`config.mk`:
```
export PLATFORM = sky130hd
export DESIGN_NAME = three_phase_current_sense_frontend
export DESIGN_NICKNAME = d
export VERILOG_FILES = /design/src/hdl/tpcsf_pkg.sv /design/src/hdl/tpcsf_div.sv /design/src/hdl/tpcsf_ctrl.sv /design/src/hdl/tpcsf_dp.sv /design/src/hdl/three_phase_current_sense_frontend.sv
export SDC_FILE = /design/constraint.sdc
export NUM_CORES = 2
export LEC_CHECK = 0
export CORE_ASPECT_RATIO = 1.2
export CORE_MARGIN = 8
export CORE_UTILIZATION = 50
export DETAILED_ROUTE_END_ITERATION = 16
export DONT_BUFFER_PORTS = 1
export SLEW_MARGIN = 20
export SYNTH_ARGS = -nofsm -noshare
export SYNTH_HDL_FRONTEND = slang
export SYNTH_HIERARCHICAL = 1
export SYNTH_SLANG_ARGS = --single-unit
```
`constraint.sdc`:
```
create_clock -name aclk -period 29.8 [get_ports aclk]
set_input_delay 5.96 -clock aclk [delete_from_list [all_inputs] [get_ports aclk]]
set_output_delay 5.96 -clock aclk [all_outputs]
set_load 0.1 [all_outputs]
```
`src/hdl/tpcsf_pkg.sv`:
```
// Shared widths, codes, types and helper functions of the current sense front end.
package tpcsf_pkg;

    localparam int ADC_BITS   = 12;
    localparam int DIFF_W     = ADC_BITS + 1;
    localparam int CUR_GAIN_W = 18;
    localparam int BUS_GAIN_W = 20;
    localparam int CFG_DATA_W = 20;
    localparam int CFG_IDX_W  = 3;
    localparam int CNT_W      = 16;
    localparam int SUM_W      = ADC_BITS + CNT_W;
    localparam int DIVISOR_W  = CNT_W + 1;
    localparam int STEP_W     = $clog2(ADC_BITS + 1);
    localparam int Q_FRAC     = 16;
    localparam int OUT_W      = 16;
    localparam int TOTAL_W    = 32;
    localparam int MUL_X_W    = DIFF_W;
    localparam int MUL_Y_W    = BUS_GAIN_W + 1;
    localparam int PROD_W     = MUL_X_W + MUL_Y_W;
    localparam int SHIFT_W    = PROD_W - Q_FRAC;

    localparam logic [ADC_BITS-1:0] RAIL_LOW_CODE  = ADC_BITS'(64);
    localparam logic [ADC_BITS-1:0] RAIL_HIGH_CODE = ADC_BITS'(4032);
    localparam logic [ADC_BITS-1:0] ZERO_RESET     = ADC_BITS'(1 << (ADC_BITS - 1));

    localparam logic [CUR_GAIN_W-1:0] CUR_GAIN_RESET    = CUR_GAIN_W'(105627);
    localparam logic [BUS_GAIN_W-1:0] BUS_GAIN_RESET    = BUS_GAIN_W'(580946);
    localparam logic [ADC_BITS-1:0]   BUS_MIN_RESET     = ADC_BITS'(200);
    localparam logic [ADC_BITS-1:0]   ZERO_MIN_RESET    = ADC_BITS'(1241);
    localparam logic [ADC_BITS-1:0]   ZERO_MAX_RESET    = ADC_BITS'(2854);
    localparam logic [CNT_W-1:0]      CAL_SAMPLES_RESET = CNT_W'(64);

    localparam logic signed [SHIFT_W-1:0] CUR_MAX = SHIFT_W'((2 ** (OUT_W - 1)) - 1);
    localparam logic signed [SHIFT_W-1:0] CUR_MIN = SHIFT_W'(-(2 ** (OUT_W - 1)));
    localparam logic [SHIFT_W-1:0]        BUS_MAX = SHIFT_W'((2 ** OUT_W) - 1);

    typedef enum logic [CFG_IDX_W-1:0] {
        REG_CURRENT_GAIN = 3'd0,
        REG_BUS_GAIN     = 3'd1,
        REG_BUS_MIN      = 3'd2,
        REG_ZERO_MIN     = 3'd3,
        REG_ZERO_MAX     = 3'd4,
        REG_CAL_SAMPLES  = 3'd5
    } reg_idx_t;

    typedef enum logic [1:0] {
        CAL_NONE     = 2'd0,
        CAL_ACCEPTED = 2'd1,
        CAL_REJECTED = 2'd2
    } cal_stat_t;

    typedef enum logic [1:0] {
        MUL_A,
        MUL_B,
        MUL_BUS
    } mul_sel_t;

    typedef enum logic [2:0] {
        ST_IDLE,
        ST_DISPATCH,
        ST_MUL_BUS,
        ST_FINISH,
        ST_DIV,
        ST_OUT
    } state_t;

    // Commands from the controller to the datapath
    typedef struct packed {
        logic     capture;
        logic     prod_en;
        mul_sel_t mul_sel;
        logic     take_a;
        logic     take_b;
        logic     reject;
        logic     cal_acc;
        logic     judge;
        logic     out_load;
        logic     out_conv;
    } dp_cmd_t;

    // Status from the datapath to the controller
    typedef struct packed {
        logic cmd_cal;
        logic bad;
        logic cal_complete;
        logic div_done;
        logic out_free;
    } dp_stat_t;

    // Clamp a floored Q16 product to the signed result range
    function automatic logic signed [OUT_W-1:0] sat_cur(input logic signed [SHIFT_W-1:0] v);
        logic signed [OUT_W-1:0] r;
        if (v > CUR_MAX) begin
            r = OUT_W'(CUR_MAX);
        end else if (v < CUR_MIN) begin
            r = OUT_W'(CUR_MIN);
        end else begin
            r = v[OUT_W-1:0];
        end
        return r;
    endfunction

    // Clamp an unsigned bus value to the result range
    function automatic logic [OUT_W-1:0] sat_bus(input logic [SHIFT_W-1:0] v);
        logic [OUT_W-1:0] r;
        if (v > BUS_MAX) begin
            r = OUT_W'(BUS_MAX);
        end else begin
            r = v[OUT_W-1:0];
        end
        return r;
    endfunction

    function automatic logic near_rail(input logic [ADC_BITS-1:0] c);
        return (c < RAIL_LOW_CODE) || (c > RAIL_HIGH_CODE);
    endfunction

endpackage

```
`src/hdl/tpcsf_div.sv`:
```
// Restoring serial divider for the calibration average, one quotient bit a cycle.
module tpcsf_div
    import tpcsf_pkg::*;
(
    input  logic                 aclk,
    input  logic                 aresetn,
    input  logic                 start,
    input  logic [SUM_W-1:0]     dividend,
    input  logic [DIVISOR_W-1:0] divisor,
    output logic                 done,
    output logic [ADC_BITS-1:0]  quotient
);

    logic                 busy_reg;
    logic                 done_reg;
    logic [STEP_W-1:0]    step_reg;
    logic [DIVISOR_W-1:0] rem_reg;
    logic [DIVISOR_W-1:0] divisor_reg;
    logic [ADC_BITS-1:0]  shift_reg;
    logic [DIVISOR_W:0]   trial;
    logic                 q_bit;

    // Bring down the next dividend bit and try a subtract
    assign trial = {rem_reg, shift_reg[ADC_BITS-1]};
    assign q_bit = (trial >= {1'b0, divisor_reg});

    // Sequence the steps
    always_ff @(posedge aclk) begin
        if (!aresetn) begin
            busy_reg <= 1'b0;
            done_reg <= 1'b0;
            step_reg <= '0;
        end else begin
            done_reg <= 1'b0;
            if (start) begin
                busy_reg <= 1'b1;
                step_reg <= STEP_W'(ADC_BITS);
            end else if (busy_reg) begin
                step_reg <= step_reg - STEP_W'(1);
                if (step_reg == STEP_W'(1)) begin
                    busy_reg <= 1'b0;
                    done_reg <= 1'b1;
                end
            end
        end
    end

    // Shift the quotient in behind the dividend bits
    always_ff @(posedge aclk) begin
        if (start) begin
            rem_reg     <= DIVISOR_W'(dividend[SUM_W-1:ADC_BITS]);
            shift_reg   <= dividend[ADC_BITS-1:0];
            divisor_reg <= divisor;
        end else if (busy_reg) begin
            rem_reg   <= q_bit ? DIVISOR_W'(trial - {1'b0, divisor_reg})
                               : trial[DIVISOR_W-1:0];
            shift_reg <= {shift_reg[ADC_BITS-2:0], q_bit};
        end
    end

    assign done     = done_reg;
    assign quotient = shift_reg;

endmodule

```
`src/hdl/tpcsf_ctrl.sv`:
```
// Controller state machine: sequences conversion, rejection and calibration of one item.
module tpcsf_ctrl
    import tpcsf_pkg::*;
(
    input  logic     aclk,
    input  logic     aresetn,
    input  logic     s_valid,
    output logic     s_ready,
    input  dp_stat_t stat,
    output dp_cmd_t  cmd
);

    state_t state_reg;
    state_t state_next;

    always_ff @(posedge aclk) begin
        if (!aresetn) begin
            state_reg <= ST_IDLE;
        end else begin
            state_reg <= state_next;
        end
    end

    // Next state
    always_comb begin
        state_next = state_reg;
        unique case (state_reg)
            ST_IDLE: begin
                if (s_valid) begin
                    state_next = ST_DISPATCH;
                end
            end
            ST_DISPATCH: begin
                priority if (stat.cmd_cal) begin
                    state_next = stat.cal_complete ? ST_DIV : ST_OUT;
                end else if (stat.bad) begin
                    state_next = ST_OUT;
                end else begin
                    state_next = ST_MUL_BUS;
                end
            end
            ST_MUL_BUS: begin
                state_next = ST_FINISH;
            end
            ST_FINISH: begin
                if (stat.out_free) begin
                    state_next = ST_IDLE;
                end
            end
            ST_DIV: begin
                if (stat.div_done) begin
                    state_next = ST_OUT;
                end
            end
            ST_OUT: begin
                if (stat.out_free) begin
                    state_next = ST_IDLE;
                end
            end
            default: begin
                state_next = ST_IDLE;
            end
        endcase
    end

    // Outputs
    always_comb begin
        cmd         = '0;
        cmd.mul_sel = MUL_A;
        s_ready     = 1'b0;
        unique case (state_reg)
            ST_IDLE: begin
                s_ready     = 1'b1;
                cmd.capture = s_valid;
                cmd.prod_en = s_valid;
                cmd.mul_sel = MUL_A;
            end
            ST_DISPATCH: begin
                priority if (stat.cmd_cal) begin
                    cmd.cal_acc = 1'b1;
                end else if (stat.bad) begin
                    cmd.reject = 1'b1;
                end else begin
                    cmd.take_a  = 1'b1;
                    cmd.prod_en = 1'b1;
                    cmd.mul_sel = MUL_B;
                end
            end
            ST_MUL_BUS: begin
                cmd.take_b  = 1'b1;
                cmd.prod_en = 1'b1;
                cmd.mul_sel = MUL_BUS;
            end
            ST_FINISH: begin
                cmd.out_load = stat.out_free;
                cmd.out_conv = 1'b1;
            end
            ST_DIV: begin
                cmd.judge = stat.div_done;
            end
            ST_OUT: begin
                cmd.out_load = stat.out_free;
            end
            default: begin
                s_ready = 1'b0;
            end
        endcase
    end

endmodule

```
`src/hdl/tpcsf_dp.sv`:
```
// Datapath: configuration, shared multiplier, counters, calibration sums and output register.
module tpcsf_dp
    import tpcsf_pkg::*;
(
    input  logic                      aclk,
    input  logic                      aresetn,
    input  logic                      cfg_wr_en,
    input  logic [CFG_IDX_W-1:0]      cfg_index,
    input  logic [CFG_DATA_W-1:0]     cfg_wdata,
    input  logic                      s_command,
    input  logic [ADC_BITS-1:0]       s_code_a,
    input  logic [ADC_BITS-1:0]       s_code_b,
    input  logic [ADC_BITS-1:0]       s_code_bus,
    input  logic                      m_ready,
    input  dp_cmd_t                   cmd,
    output dp_stat_t                  stat,
    output logic                      m_valid,
    output logic                      m_sample_valid,
    output logic signed [OUT_W-1:0]   m_phase_a_ma,
    output logic signed [OUT_W-1:0]   m_phase_b_ma,
    output logic signed [OUT_W-1:0]   m_phase_c_ma,
    output logic [OUT_W-1:0]          m_bus_mv,
    output logic [TOTAL_W-1:0]        m_invalid_total,
    output logic [TOTAL_W-1:0]        m_rail_total,
    output logic                      m_calibrated,
    output logic [ADC_BITS-1:0]       m_zero_code_a,
    output logic [ADC_BITS-1:0]       m_zero_code_b,
    output logic [1:0]                m_cal_status
);

    // Configuration
    logic [CUR_GAIN_W-1:0] cur_gain_reg;
    logic [BUS_GAIN_W-1:0] bus_gain_reg;
    logic [ADC_BITS-1:0]   bus_min_reg;
    logic [ADC_BITS-1:0]   zero_min_reg;
    logic [ADC_BITS-1:0]   zero_max_reg;
    logic [CNT_W-1:0]      cal_samples_reg;

    // Captured item and working values
    logic                     cmd_reg;
    logic [ADC_BITS-1:0]      code_a_reg;
    logic [ADC_BITS-1:0]      code_b_reg;
    logic [ADC_BITS-1:0]      code_bus_reg;
    logic signed [PROD_W-1:0] prod_reg;
    logic signed [OUT_W-1:0]  ia_reg;
    logic signed [OUT_W-1:0]  ib_reg;

    // Persistent state
    logic [ADC_BITS-1:0] zero_a_reg;
    logic [ADC_BITS-1:0] zero_b_reg;
    logic                is_cal_reg;
    logic [SUM_W-1:0]    sum_a_reg;
    logic [SUM_W-1:0]    sum_b_reg;
    logic [CNT_W-1:0]    count_reg;
    logic [TOTAL_W-1:0]  invalid_reg;
    logic [TOTAL_W-1:0]  rail_reg;
    cal_stat_t           outcome_reg;

    // Output register
    logic m_valid_reg;

    logic signed [MUL_X_W-1:0] mul_x;
    logic signed [MUL_Y_W-1:0] mul_y;
    logic signed [PROD_W-1:0]  mul_p;
    logic signed [SHIFT_W-1:0] prod_sh;
    logic signed [SHIFT_W-1:0] c_wide;
    logic [CNT_W-1:0]          count_inc;
    logic [CNT_W-1:0]          target;
    logic [SUM_W-1:0]          sum_a_inc;
    logic [SUM_W-1:0]          sum_b_inc;
    logic [DIVISOR_W-1:0]      divisor;
    logic                      div_start;
    logic                      done_a;
    logic                      done_b;
    logic [ADC_BITS-1:0]       avg_a;
    logic [ADC_BITS-1:0]       avg_b;
    logic                      zero_ok;

    // Write configuration registers
    always_ff @(posedge aclk) begin
        if (!aresetn) begin
            cur_gain_reg    <= CUR_GAIN_RESET;
            bus_gain_reg    <= BUS_GAIN_RESET;
            bus_min_reg     <= BUS_MIN_RESET;
            zero_min_reg    <= ZERO_MIN_RESET;
            zero_max_reg    <= ZERO_MAX_RESET;
            cal_samples_reg <= CAL_SAMPLES_RESET;
        end else if (cfg_wr_en) begin
            unique case (reg_idx_t'(cfg_index))
                REG_CURRENT_GAIN: cur_gain_reg    <= cfg_wdata[CUR_GAIN_W-1:0];
                REG_BUS_GAIN:     bus_gain_reg    <= cfg_wdata[BUS_GAIN_W-1:0];
                REG_BUS_MIN:      bus_min_reg     <= cfg_wdata[ADC_BITS-1:0];
                REG_ZERO_MIN:     zero_min_reg    <= cfg_wdata[ADC_BITS-1:0];
                REG_ZERO_MAX:     zero_max_reg    <= cfg_wdata[ADC_BITS-1:0];
                REG_CAL_SAMPLES:  cal_samples_reg <= cfg_wdata[CNT_W-1:0];
                default: begin
                end
            endcase
        end
    end

    // Select operands for the shared multiplier
    always_comb begin
        unique case (cmd.mul_sel)
            MUL_A: begin
                mul_x = $signed({1'b0, s_code_a}) - $signed({1'b0, zero_a_reg});
                mul_y = $signed(MUL_Y_W'(cur_gain_reg));
            end
            MUL_B: begin
                mul_x = $signed({1'b0, code_b_reg}) - $signed({1'b0, zero_b_reg});
                mul_y = $signed(MUL_Y_W'(cur_gain_reg));
            end
            MUL_BUS: begin
                mul_x = $signed(MUL_X_W'(code_bus_reg));
                mul_y = $signed(MUL_Y_W'(bus_gain_reg));
            end
            default: begin
                mul_x = '0;
                mul_y = '0;
            end
        endcase
    end

    assign mul_p   = mul_x * mul_y;
    assign prod_sh = prod_reg[PROD_W-1:Q_FRAC];
    assign c_wide  = -(SHIFT_W'(ia_reg) + SHIFT_W'(ib_reg));

    // Capture the item and hold the products
    always_ff @(posedge aclk) begin
        if (cmd.capture) begin
            cmd_reg      <= s_command;
            code_a_reg   <= s_code_a;
            code_b_reg   <= s_code_b;
            code_bus_reg <= s_code_bus;
        end
        if (cmd.prod_en) begin
            prod_reg <= mul_p;
        end
        if (cmd.take_a) begin
            ia_reg <= sat_cur(prod_sh);
        end
        if (cmd.take_b) begin
            ib_reg <= sat_cur(prod_sh);
        end
    end

    // Calibration run bookkeeping
    assign count_inc = count_reg + CNT_W'(1);
    assign target    = (cal_samples_reg == '0) ? CNT_W'(1) : cal_samples_reg;
    assign sum_a_inc = sum_a_reg + SUM_W'(code_a_reg);
    assign sum_b_inc = sum_b_reg + SUM_W'(code_b_reg);
    assign divisor   = {(count_inc == '0), count_inc};
    assign div_start = cmd.cal_acc && stat.cal_complete;
    assign zero_ok   = (avg_a >= zero_min_reg) && (avg_a <= zero_max_reg) &&
                       (avg_b >= zero_min_reg) && (avg_b <= zero_max_reg);

    tpcsf_div u_div_a (
        .aclk     (aclk),
        .aresetn  (aresetn),
        .start    (div_start),
        .dividend (sum_a_inc),
        .divisor  (divisor),
        .done     (done_a),
        .quotient (avg_a)
    );

    tpcsf_div u_div_b (
        .aclk     (aclk),
        .aresetn  (aresetn),
        .start    (div_start),
        .dividend (sum_b_inc),
        .divisor  (divisor),
        .done     (done_b),
        .quotient (avg_b)
    );

    // Advance counters, sums and zero offsets
    always_ff @(posedge aclk) begin
        if (!aresetn) begin
            zero_a_reg  <= ZERO_RESET;
            zero_b_reg  <= ZERO_RESET;
            is_cal_reg  <= 1'b0;
            sum_a_reg   <= '0;
            sum_b_reg   <= '0;
            count_reg   <= '0;
            invalid_reg <= '0;
            rail_reg    <= '0;
            outcome_reg <= CAL_NONE;
        end else begin
            if (cmd.reject) begin
                invalid_reg <= invalid_reg + TOTAL_W'(1);
                if (near_rail(code_a_reg) || near_rail(code_b_reg)) begin
                    rail_reg <= rail_reg + TOTAL_W'(1);
                end
            end
            if (cmd.cal_acc) begin
                outcome_reg <= CAL_NONE;
                if (stat.cal_complete) begin
                    sum_a_reg <= '0;
                    sum_b_reg <= '0;
                    count_reg <= '0;
                end else begin
                    sum_a_reg <= sum_a_inc;
                    sum_b_reg <= sum_b_inc;
                    count_reg <= count_inc;
                end
            end
            if (cmd.judge) begin
                if (zero_ok) begin
                    zero_a_reg  <= avg_a;
                    zero_b_reg  <= avg_b;
                    is_cal_reg  <= 1'b1;
                    outcome_reg <= CAL_ACCEPTED;
                end else begin
                    is_cal_reg  <= 1'b0;
                    outcome_reg <= CAL_REJECTED;
                end
            end
        end
    end

    // Hold the result until the receiver takes it
    always_ff @(posedge aclk) begin
        if (!aresetn) begin
            m_valid_reg <= 1'b0;
        end else if (cmd.out_load) begin
            m_valid_reg <= 1'b1;
        end else if (m_ready) begin
            m_valid_reg <= 1'b0;
        end
    end

    always_ff @(posedge aclk) begin
        if (cmd.out_load) begin
            m_sample_valid  <= cmd.out_conv;
            m_phase_a_ma    <= cmd.out_conv ? ia_reg : '0;
            m_phase_b_ma    <= cmd.out_conv ? ib_reg : '0;
            m_phase_c_ma    <= cmd.out_conv ? sat_cur(c_wide) : '0;
            m_bus_mv        <= cmd.out_conv ? sat_bus(prod_reg[PROD_W-1:Q_FRAC]) : '0;
            m_invalid_total <= invalid_reg;
            m_rail_total    <= rail_reg;
            m_calibrated    <= is_cal_reg;
            m_zero_code_a   <= zero_a_reg;
            m_zero_code_b   <= zero_b_reg;
            m_cal_status    <= outcome_reg;
        end
    end

    // Report status to the controller
    assign stat.cmd_cal      = cmd_reg;
    assign stat.bad          = ((code_a_reg == '0) && (code_b_reg == '0) &&
                                (code_bus_reg == '0)) || (code_bus_reg < bus_min_reg);
    assign stat.cal_complete = (count_inc >= target) || (count_inc == '0);
    assign stat.div_done     = done_a && done_b;
    assign stat.out_free     = !m_valid_reg || m_ready;

    assign m_valid = m_valid_reg;

endmodule

```
`src/hdl/three_phase_current_sense_frontend.sv`:
```
// Top level of the two-shunt phase current front end: controller plus datapath.
//
// Each input item is one ADC scan (s_command, s_code_a, s_code_b, s_code_bus) on a
// valid/ready channel; each accepted item gives exactly one result item on the m_
// channel. Configuration registers are written through cfg_wr_en/cfg_index/cfg_wdata
// with no handshake; the user must write them only while the block is idle, as the block has no guard for it.
// Steps of an item from the accept to the load of the result register:
//   convert scan that passes plausibility: three passes through the one shared
//     multiplier, then phase C and bus saturation on the load
//   rejected convert scan or calibration scan that does not end a run: dispatch, load
//   calibration scan that ends a run: the 12-step serial divider forms the averaged
//     zero codes before the load
// After each load the block goes back to idle before it accepts the next item.
// One item is in work at a time; s_ready rises again just after the result loads.
// The result register lets the next item be taken while a result waits; a stalled
// receiver holds the finished result and the next item waits at its last step.
// Reset (aresetn low, synchronous) restores register defaults, zeros of mid-rail,
// cleared counters and sums, and drops m_valid.
module three_phase_current_sense_frontend
    import tpcsf_pkg::*;
(
    input  logic                    aclk,
    input  logic                    aresetn,
    input  logic                    cfg_wr_en,
    input  logic [CFG_IDX_W-1:0]    cfg_index,
    input  logic [CFG_DATA_W-1:0]   cfg_wdata,
    input  logic                    s_valid,
    output logic                    s_ready,
    input  logic                    s_command,
    input  logic [ADC_BITS-1:0]     s_code_a,
    input  logic [ADC_BITS-1:0]     s_code_b,
    input  logic [ADC_BITS-1:0]     s_code_bus,
    output logic                    m_valid,
    input  logic                    m_ready,
    output logic                    m_sample_valid,
    output logic signed [OUT_W-1:0] m_phase_a_ma,
    output logic signed [OUT_W-1:0] m_phase_b_ma,
    output logic signed [OUT_W-1:0] m_phase_c_ma,
    output logic [OUT_W-1:0]        m_bus_mv,
    output logic [TOTAL_W-1:0]      m_invalid_total,
    output logic [TOTAL_W-1:0]      m_rail_total,
    output logic                    m_calibrated,
    output logic [ADC_BITS-1:0]     m_zero_code_a,
    output logic [ADC_BITS-1:0]     m_zero_code_b,
    output logic [1:0]              m_cal_status
);

    dp_cmd_t  cmd;
    dp_stat_t stat;

    tpcsf_ctrl u_ctrl (
        .aclk    (aclk),
        .aresetn (aresetn),
        .s_valid (s_valid),
        .s_ready (s_ready),
        .stat    (stat),
        .cmd     (cmd)
    );

    tpcsf_dp u_dp (
        .aclk            (aclk),
        .aresetn         (aresetn),
        .cfg_wr_en       (cfg_wr_en),
        .cfg_index       (cfg_index),
        .cfg_wdata       (cfg_wdata),
        .s_command       (s_command),
        .s_code_a        (s_code_a),
        .s_code_b        (s_code_b),
        .s_code_bus      (s_code_bus),
        .m_ready         (m_ready),
        .cmd             (cmd),
        .stat            (stat),
        .m_valid         (m_valid),
        .m_sample_valid  (m_sample_valid),
        .m_phase_a_ma    (m_phase_a_ma),
        .m_phase_b_ma    (m_phase_b_ma),
        .m_phase_c_ma    (m_phase_c_ma),
        .m_bus_mv        (m_bus_mv),
        .m_invalid_total (m_invalid_total),
        .m_rail_total    (m_rail_total),
        .m_calibrated    (m_calibrated),
        .m_zero_code_a   (m_zero_code_a),
        .m_zero_code_b   (m_zero_code_b),
        .m_cal_status    (m_cal_status)
    );

endmodule

```
== Word level (Yosys, flattened, before mapping) ==
Cells that the tools add are included.
Word-level totals
  register bits: 603
  logic and storage cells: 204
  output and inout port bits: 158
Operators by class
  equal/unequal tests: 17
  $add $sub $neg: 13
  $lt $le $gt $ge: 17
  bitwise logic cells: 4
  mux-type cells: 60
  multiply operators: 1
  reductions and logical operators: 41
Operators with widths (number)
  2-to-1 mux 16 bit: 10
  adder 32 x 1 -> 32 bit (second input constant): 2
  adder 28 x 12 -> 28 bit: 2
  2-to-1 mux 28 bit: 2
  greater-than comparator 18 x 16 -> 1 bit (second input constant): 3
  2-to-1 mux 12 bit: 4
  one-hot mux 20 bit (2 select lines): 1
  one-hot mux 13 bit (3 select lines): 1
  >= comparator 18 x 17 -> 1 bit: 2
  logical NOT 12 bit: 3
  less-than comparator 18 x 16 -> 1 bit (second input constant): 2
  multiplier 13 x 21 -> 34 bit: 1
  2-to-1 mux 17 bit: 2
  subtractor 17 bit: 2
  logical NOT 16 bit: 2
  subtractor 12 x 12 -> 13 bit: 2
  >= comparator 12 bit: 2
  greater-than comparator 12 bit (second input constant): 2
  <= comparator 12 bit: 2
  less-than comparator 12 x 7 -> 1 bit (second input constant): 2
  2-to-1 mux 4 bit: 6
  2-to-1 mux 1 bit: 22
  negation 18 bit: 1
  adder 16 x 16 -> 17 bit: 1
  other kinds (28): 74

== Longest topological paths before layout ==
  depth in word-level cells: 11
  depth in mapped cells: 42
  mapped depth without buffers: 39

== By module ==
The synthesis kept the hierarchy.
Modules (own cells, without submodules)
  tpcsf_dp: cells an instance 3416, area each 32165.8 um^2, instances 1
  tpcsf_div: cells an instance 276, area each 3070.4 um^2, instances 2
  tpcsf_ctrl: cells an instance 42, area each 327.8 um^2, instances 1

== Least setup slack after synthesis ==
No wires, ideal clock.
  path type: input to register
  start: input s_code_a[0]
  end: register u_dp.prod_reg[33] (data pin)
  setup slack: 15.712 ns
  data arrival time: 13.828 ns
  setup time: 0.260 ns
  stages on the path: 35
  cell sequence: inv_1 -> ha_1 -> inv_1 -> fa_1 -> a21o_1 -> a21oi_2 -> o21bai_1 -> a2111o_1 -> a41oi_1 -> nor2b_1 -> or4_1 -> o41ai_1 -> a21oi_2 -> buf_2 -> nand2b_1 -> fa_1 -> fa_1 -> inv_1 -> fa_1 -> fa_1 -> fa_1 -> inv_1 -> fa_1 -> inv_1 -> ha_1 -> nand3_1 -> a211oi_1 -> o2111ai_1 -> a21oi_1 -> o21a_1 -> a41o_2 -> a41oi_1 -> o31ai_2 -> a21oi_1 -> xnor2_1
Between the ends
  cells in the longest elaborated chain, start to end: 3
Ends and longest elaborated chain
  start, declared: line three_phase_current_sense_frontend.sv:30  | input logic [ADC_BITS-1:0] s_code_a,
  subtractor 12 x 12 -> 13 bit: line tpcsf_dp.sv:106  | mul_x = $signed({1'b0, s_code_a}) - $signed({1'b0, zero_a_reg});
  one-hot mux 13 bit (3 select lines): line tpcsf_dp.sv:104  | unique case (cmd.mul_sel)
  multiplier 13 x 21 -> 34 bit: line tpcsf_dp.sv:124  | assign mul_p = mul_x * mul_y;
  via u_dp.mul_p[33]: line tpcsf_dp.sv:64  | logic signed [PROD_W-1:0] mul_p;
  end signal, assigned: line tpcsf_dp.sv:137  | prod_reg <= mul_p;
  end, declared: line tpcsf_dp.sv:44  | logic signed [PROD_W-1:0] prod_reg;
The timed path passes the listed nets, and every way through them passes these cells.
A chain may end at the register's enable or synchronous reset.

== Final worst setup path ==
Same ends and word-level chain as after synthesis.

==> impl_metrics.tcl <==
set metrics [dict create \
    drt_wl_total_mm 104 \
    cts_buffers 67 \
    yosys-top-cells-area "edfxtp_1 26%, dfxtp_1 14%, fa_1 11%, ha_1 9.8%, nand2_1 5.9%" \
    nets 4539 \
    place_area_sq_mm 0.0397 \
    syn_area_sq_mm 0.0386 \
    layout_commonest_cell "nand2_1" \
    endpoint_kind "register" \
    synth.largest_area_cell "edfxtp_1" \
    r2r-start "u_dp/code_bus_reg[1]" \
    htree_levels 3 \
    fin_tns_setup_ps 0 \
    vias 28200 \
    synth_warnings 6 \
    r2r_slack_ps 19240 \
    cts_tree "yes" \
    rsz0062_at_grt "no" \
    seqPwrFrac_pct 27.9 \
    ir_worst_vdd_mv 0.151 \
    critPathKind "primary input to register" \
    vias_per_cell 5.59 \
    relSlewSlack_pct 26.3 \
    drv_slew 0 \
    gr-usage-met3_pct 5.56 \
    critPathLaunchType "primary input" \
    drc 0 \
    syn2layout_area_growth_pct 8.84 \
    worstMarginPinSlew_ps 1100 \
    final_cell_mix "604 x nand2_1, 386 x inv_1, 333 x edfxtp_1, 325 x nor2_1, 302 x ha_1" \
    cts_setup_buffers 0 \
    p_per_area_mw_per_mm2 97.2 \
    ant_nets 0 \
    ys_types 96 \
    internal_power_mw 2.45 \
    critical_path_arrival_ps 14620 \
    cts_hold_buf 0 \
    ys_seq_area_share_pct 39.9 \
    cts_resized 0 \
    crit_family "adder cells" \
    synth_top_cell_area_share_pct 25.9 \
    min-delay-start "u_dp/is_cal_reg" \
    io_buffers 0 \
    io_pins 223 \
    row_count 111 \
    period_share_pct 47.9 \
    combPwrFrac_pct 50.5 \
    grt_pass1_vias 27400 \
    holdPathEnd "u_dp/m_calibrated" \
    layout-drive-gt1-share_pct 6.76 \
    dieArea_sq_mm 0.0865 \
    grt.met2_usage_pct 39.5 \
    total_power_mw 4.09 \
    grtUsageMet1_pct 29.9 \
    fmax_mhz 70.1 \
    status "finished, final reports clean" \
    gp_congestion 0.871 \
    rr_worst_depth 39 \
    p_leak_nw 17.4 \
    clk_path_buf_depth 3 \
    synth_ff_type "edfxtp_1" \
    ys_ff_latch 604 \
    pwr-share-clk_pct 21.6 \
    cts_root_buf "clkbuf_16" \
    dieWidth_um 270 \
    cts_sinks 604 \
    grt_antenna_before_repair 11 \
    r2r-end "u_dp/prod_reg[33]" \
    crit_required_ps 30150 \
    setup_ws_ps 15530 \
    die-height_um 321 \
    clk_pin_slew_ps 60 \
    wire_per_inst_um 20.7 \
    start_util_pct 50.5 \
    switching_share_pct 40.0 \
    p_sw_mw 1.63 \
    busiest_layer "met2" \
    grt_first_pass_wirelength_mm 161 \
    clock_skew_ps 26.3 \
    path_common_cell "fa_1" \
    grt_max_degree 104 \
    dpl.hpwl_mm 78.0 \
    worst_path_max_delay_cell "a21oi_2" \
    fin_crit_ps 14270 \
    pre_cts_slack_ps 14930 \
    worstHoldPathType "register to register" \
    dr.pass1.iters 6 \
    setup_viol 0 \
    synth.net_count 4581 \
    syn-instance-count 4010 \
    final_area_sq_mm 0.0421 \
    overflow 0 \
    final_util_pct 54.9 \
    clk_latency_ps 620 \
    maxCapViolCount 0 \
    holdPathStages 0 \
    path_buf_inv 5 \
    drtIter0Drc 2290 \
    synth_edf_count 333 \
    postSynth.asyncResetShare_pct 0 \
    grt_use_total_pct 23.7 \
    core_area_sq_mm 0.0765 \
    crit_fanout 18 \
    hold_viol 0 \
    max_stage_delay_ps 670 \
    syn_avg_cell_area_sq_um 9.63 \
]
worst max path at each step:
| stage | cells past startpoint | slack, ps | endpoint | startpoint |
|---|---|---|---|---|
| 6_report | 34 | 15530 | u_dp/prod_reg[33] | s_code_a[0] |
| 5_1_grt | 34 | 14990 | u_dp/prod_reg[33] | s_code_a[0] |
| 4_1_cts | 34 | 15560 | u_dp/prod_reg[33] | s_code_a[0] |
| 3_5_place_dp | 34 | 14930 | u_dp/prod_reg[33] | s_code_a[0] |
| 3_3_place_gp | 34 | 15020 | u_dp/prod_reg[33] | s_code_a[0] |
| 2_1_floorplan | 35 | 15710 | u_dp/prod_reg[33] | s_code_a[0] |
cell usage after synthesis (10+ instances only):
| master | count |
|---|---|
| o211ai_1 | 23 |
| nand3_1 | 117 |
| ha_1 | 302 |
| nor3_1 | 46 |
| mux2_2 | 40 |
| inv_1 | 386 |
| and3_1 | 44 |
| nand2_1 | 604 |
| o21a_1 | 38 |
| o21ai_1 | 39 |
| and2_1 | 39 |
| nor2b_1 | 47 |
| clkbuf_1 | 117 |
| o21ai_0 | 122 |
| and4_1 | 11 |
| xnor2_1 | 89 |
| a22o_1 | 13 |
| buf_6 | 10 |
| a21o_1 | 63 |
| nor4_1 | 16 |
| edfxtp_1 | 333 |
| buf_1 | 11 |
| mux2i_1 | 34 |
| a21oi_1 | 263 |
| xor2_1 | 96 |
| or3_1 | 36 |
| dfxtp_1 | 271 |
| nand4_1 | 33 |
| nand2b_1 | 44 |
| a211oi_1 | 11 |
| nor2_1 | 327 |
| buf_2 | 14 |
| fa_1 | 204 |
| a21boi_0 | 10 |
area by class of cell:
class / instances / area (sq um)
repair buffers: 47 / 380
clock inverters: 33 / 420
diodes: 8 / 20.0
clock buffers: 90 / 1930
multi-input cells: 2858 / 21100
well taps: 1017 / 1270
inverters: 390 / 1470
fillers: 6828 / 34500
flip-flops and latches: 604 / 15400
power groups by stage:
stage                     Sequential (mW)  Clock (mW)  Combinational [mW]
after detailed placement             1.16           0                2.06
after floorplan                      1.13           0                1.63
after CTS                            1.14       0.906                2.09
after global routing                 1.14       0.933                2.39
final                                1.14       0.885                2.06
after global placement               1.16           0                2.02
per-layer routing:
metal,part of all wire [%],up-vias
li1,-,13500
met1,42,13700
met2,47,761
met3,6.9,189
met4,3.6,4
met5,0.028,-
cell families after synthesis:
family | after synthesis | share of synthesized area (%)
buffers and inverters | 548 | 5.62
DFF | 604 | 39.9
and+or+nand+nor | 1413 | 16.8
muxes | 74 | 2.05
AOI/OAI and AO/OA | 679 | 11.0
adders and majority gates | 506 | 20.4
xor gates and xnor gates | 186 | 4.24
per-stage QoR:
stage          std cells  hold slack (ps)
2_1_floorplan       4010              400
3_3_place_gp        4915              411
3_5_place_dp        4915              413
4_1_cts             5038              427
5_1_grt             5039              440
6_report            5047              434
Power figures use the tool's default switching activity.
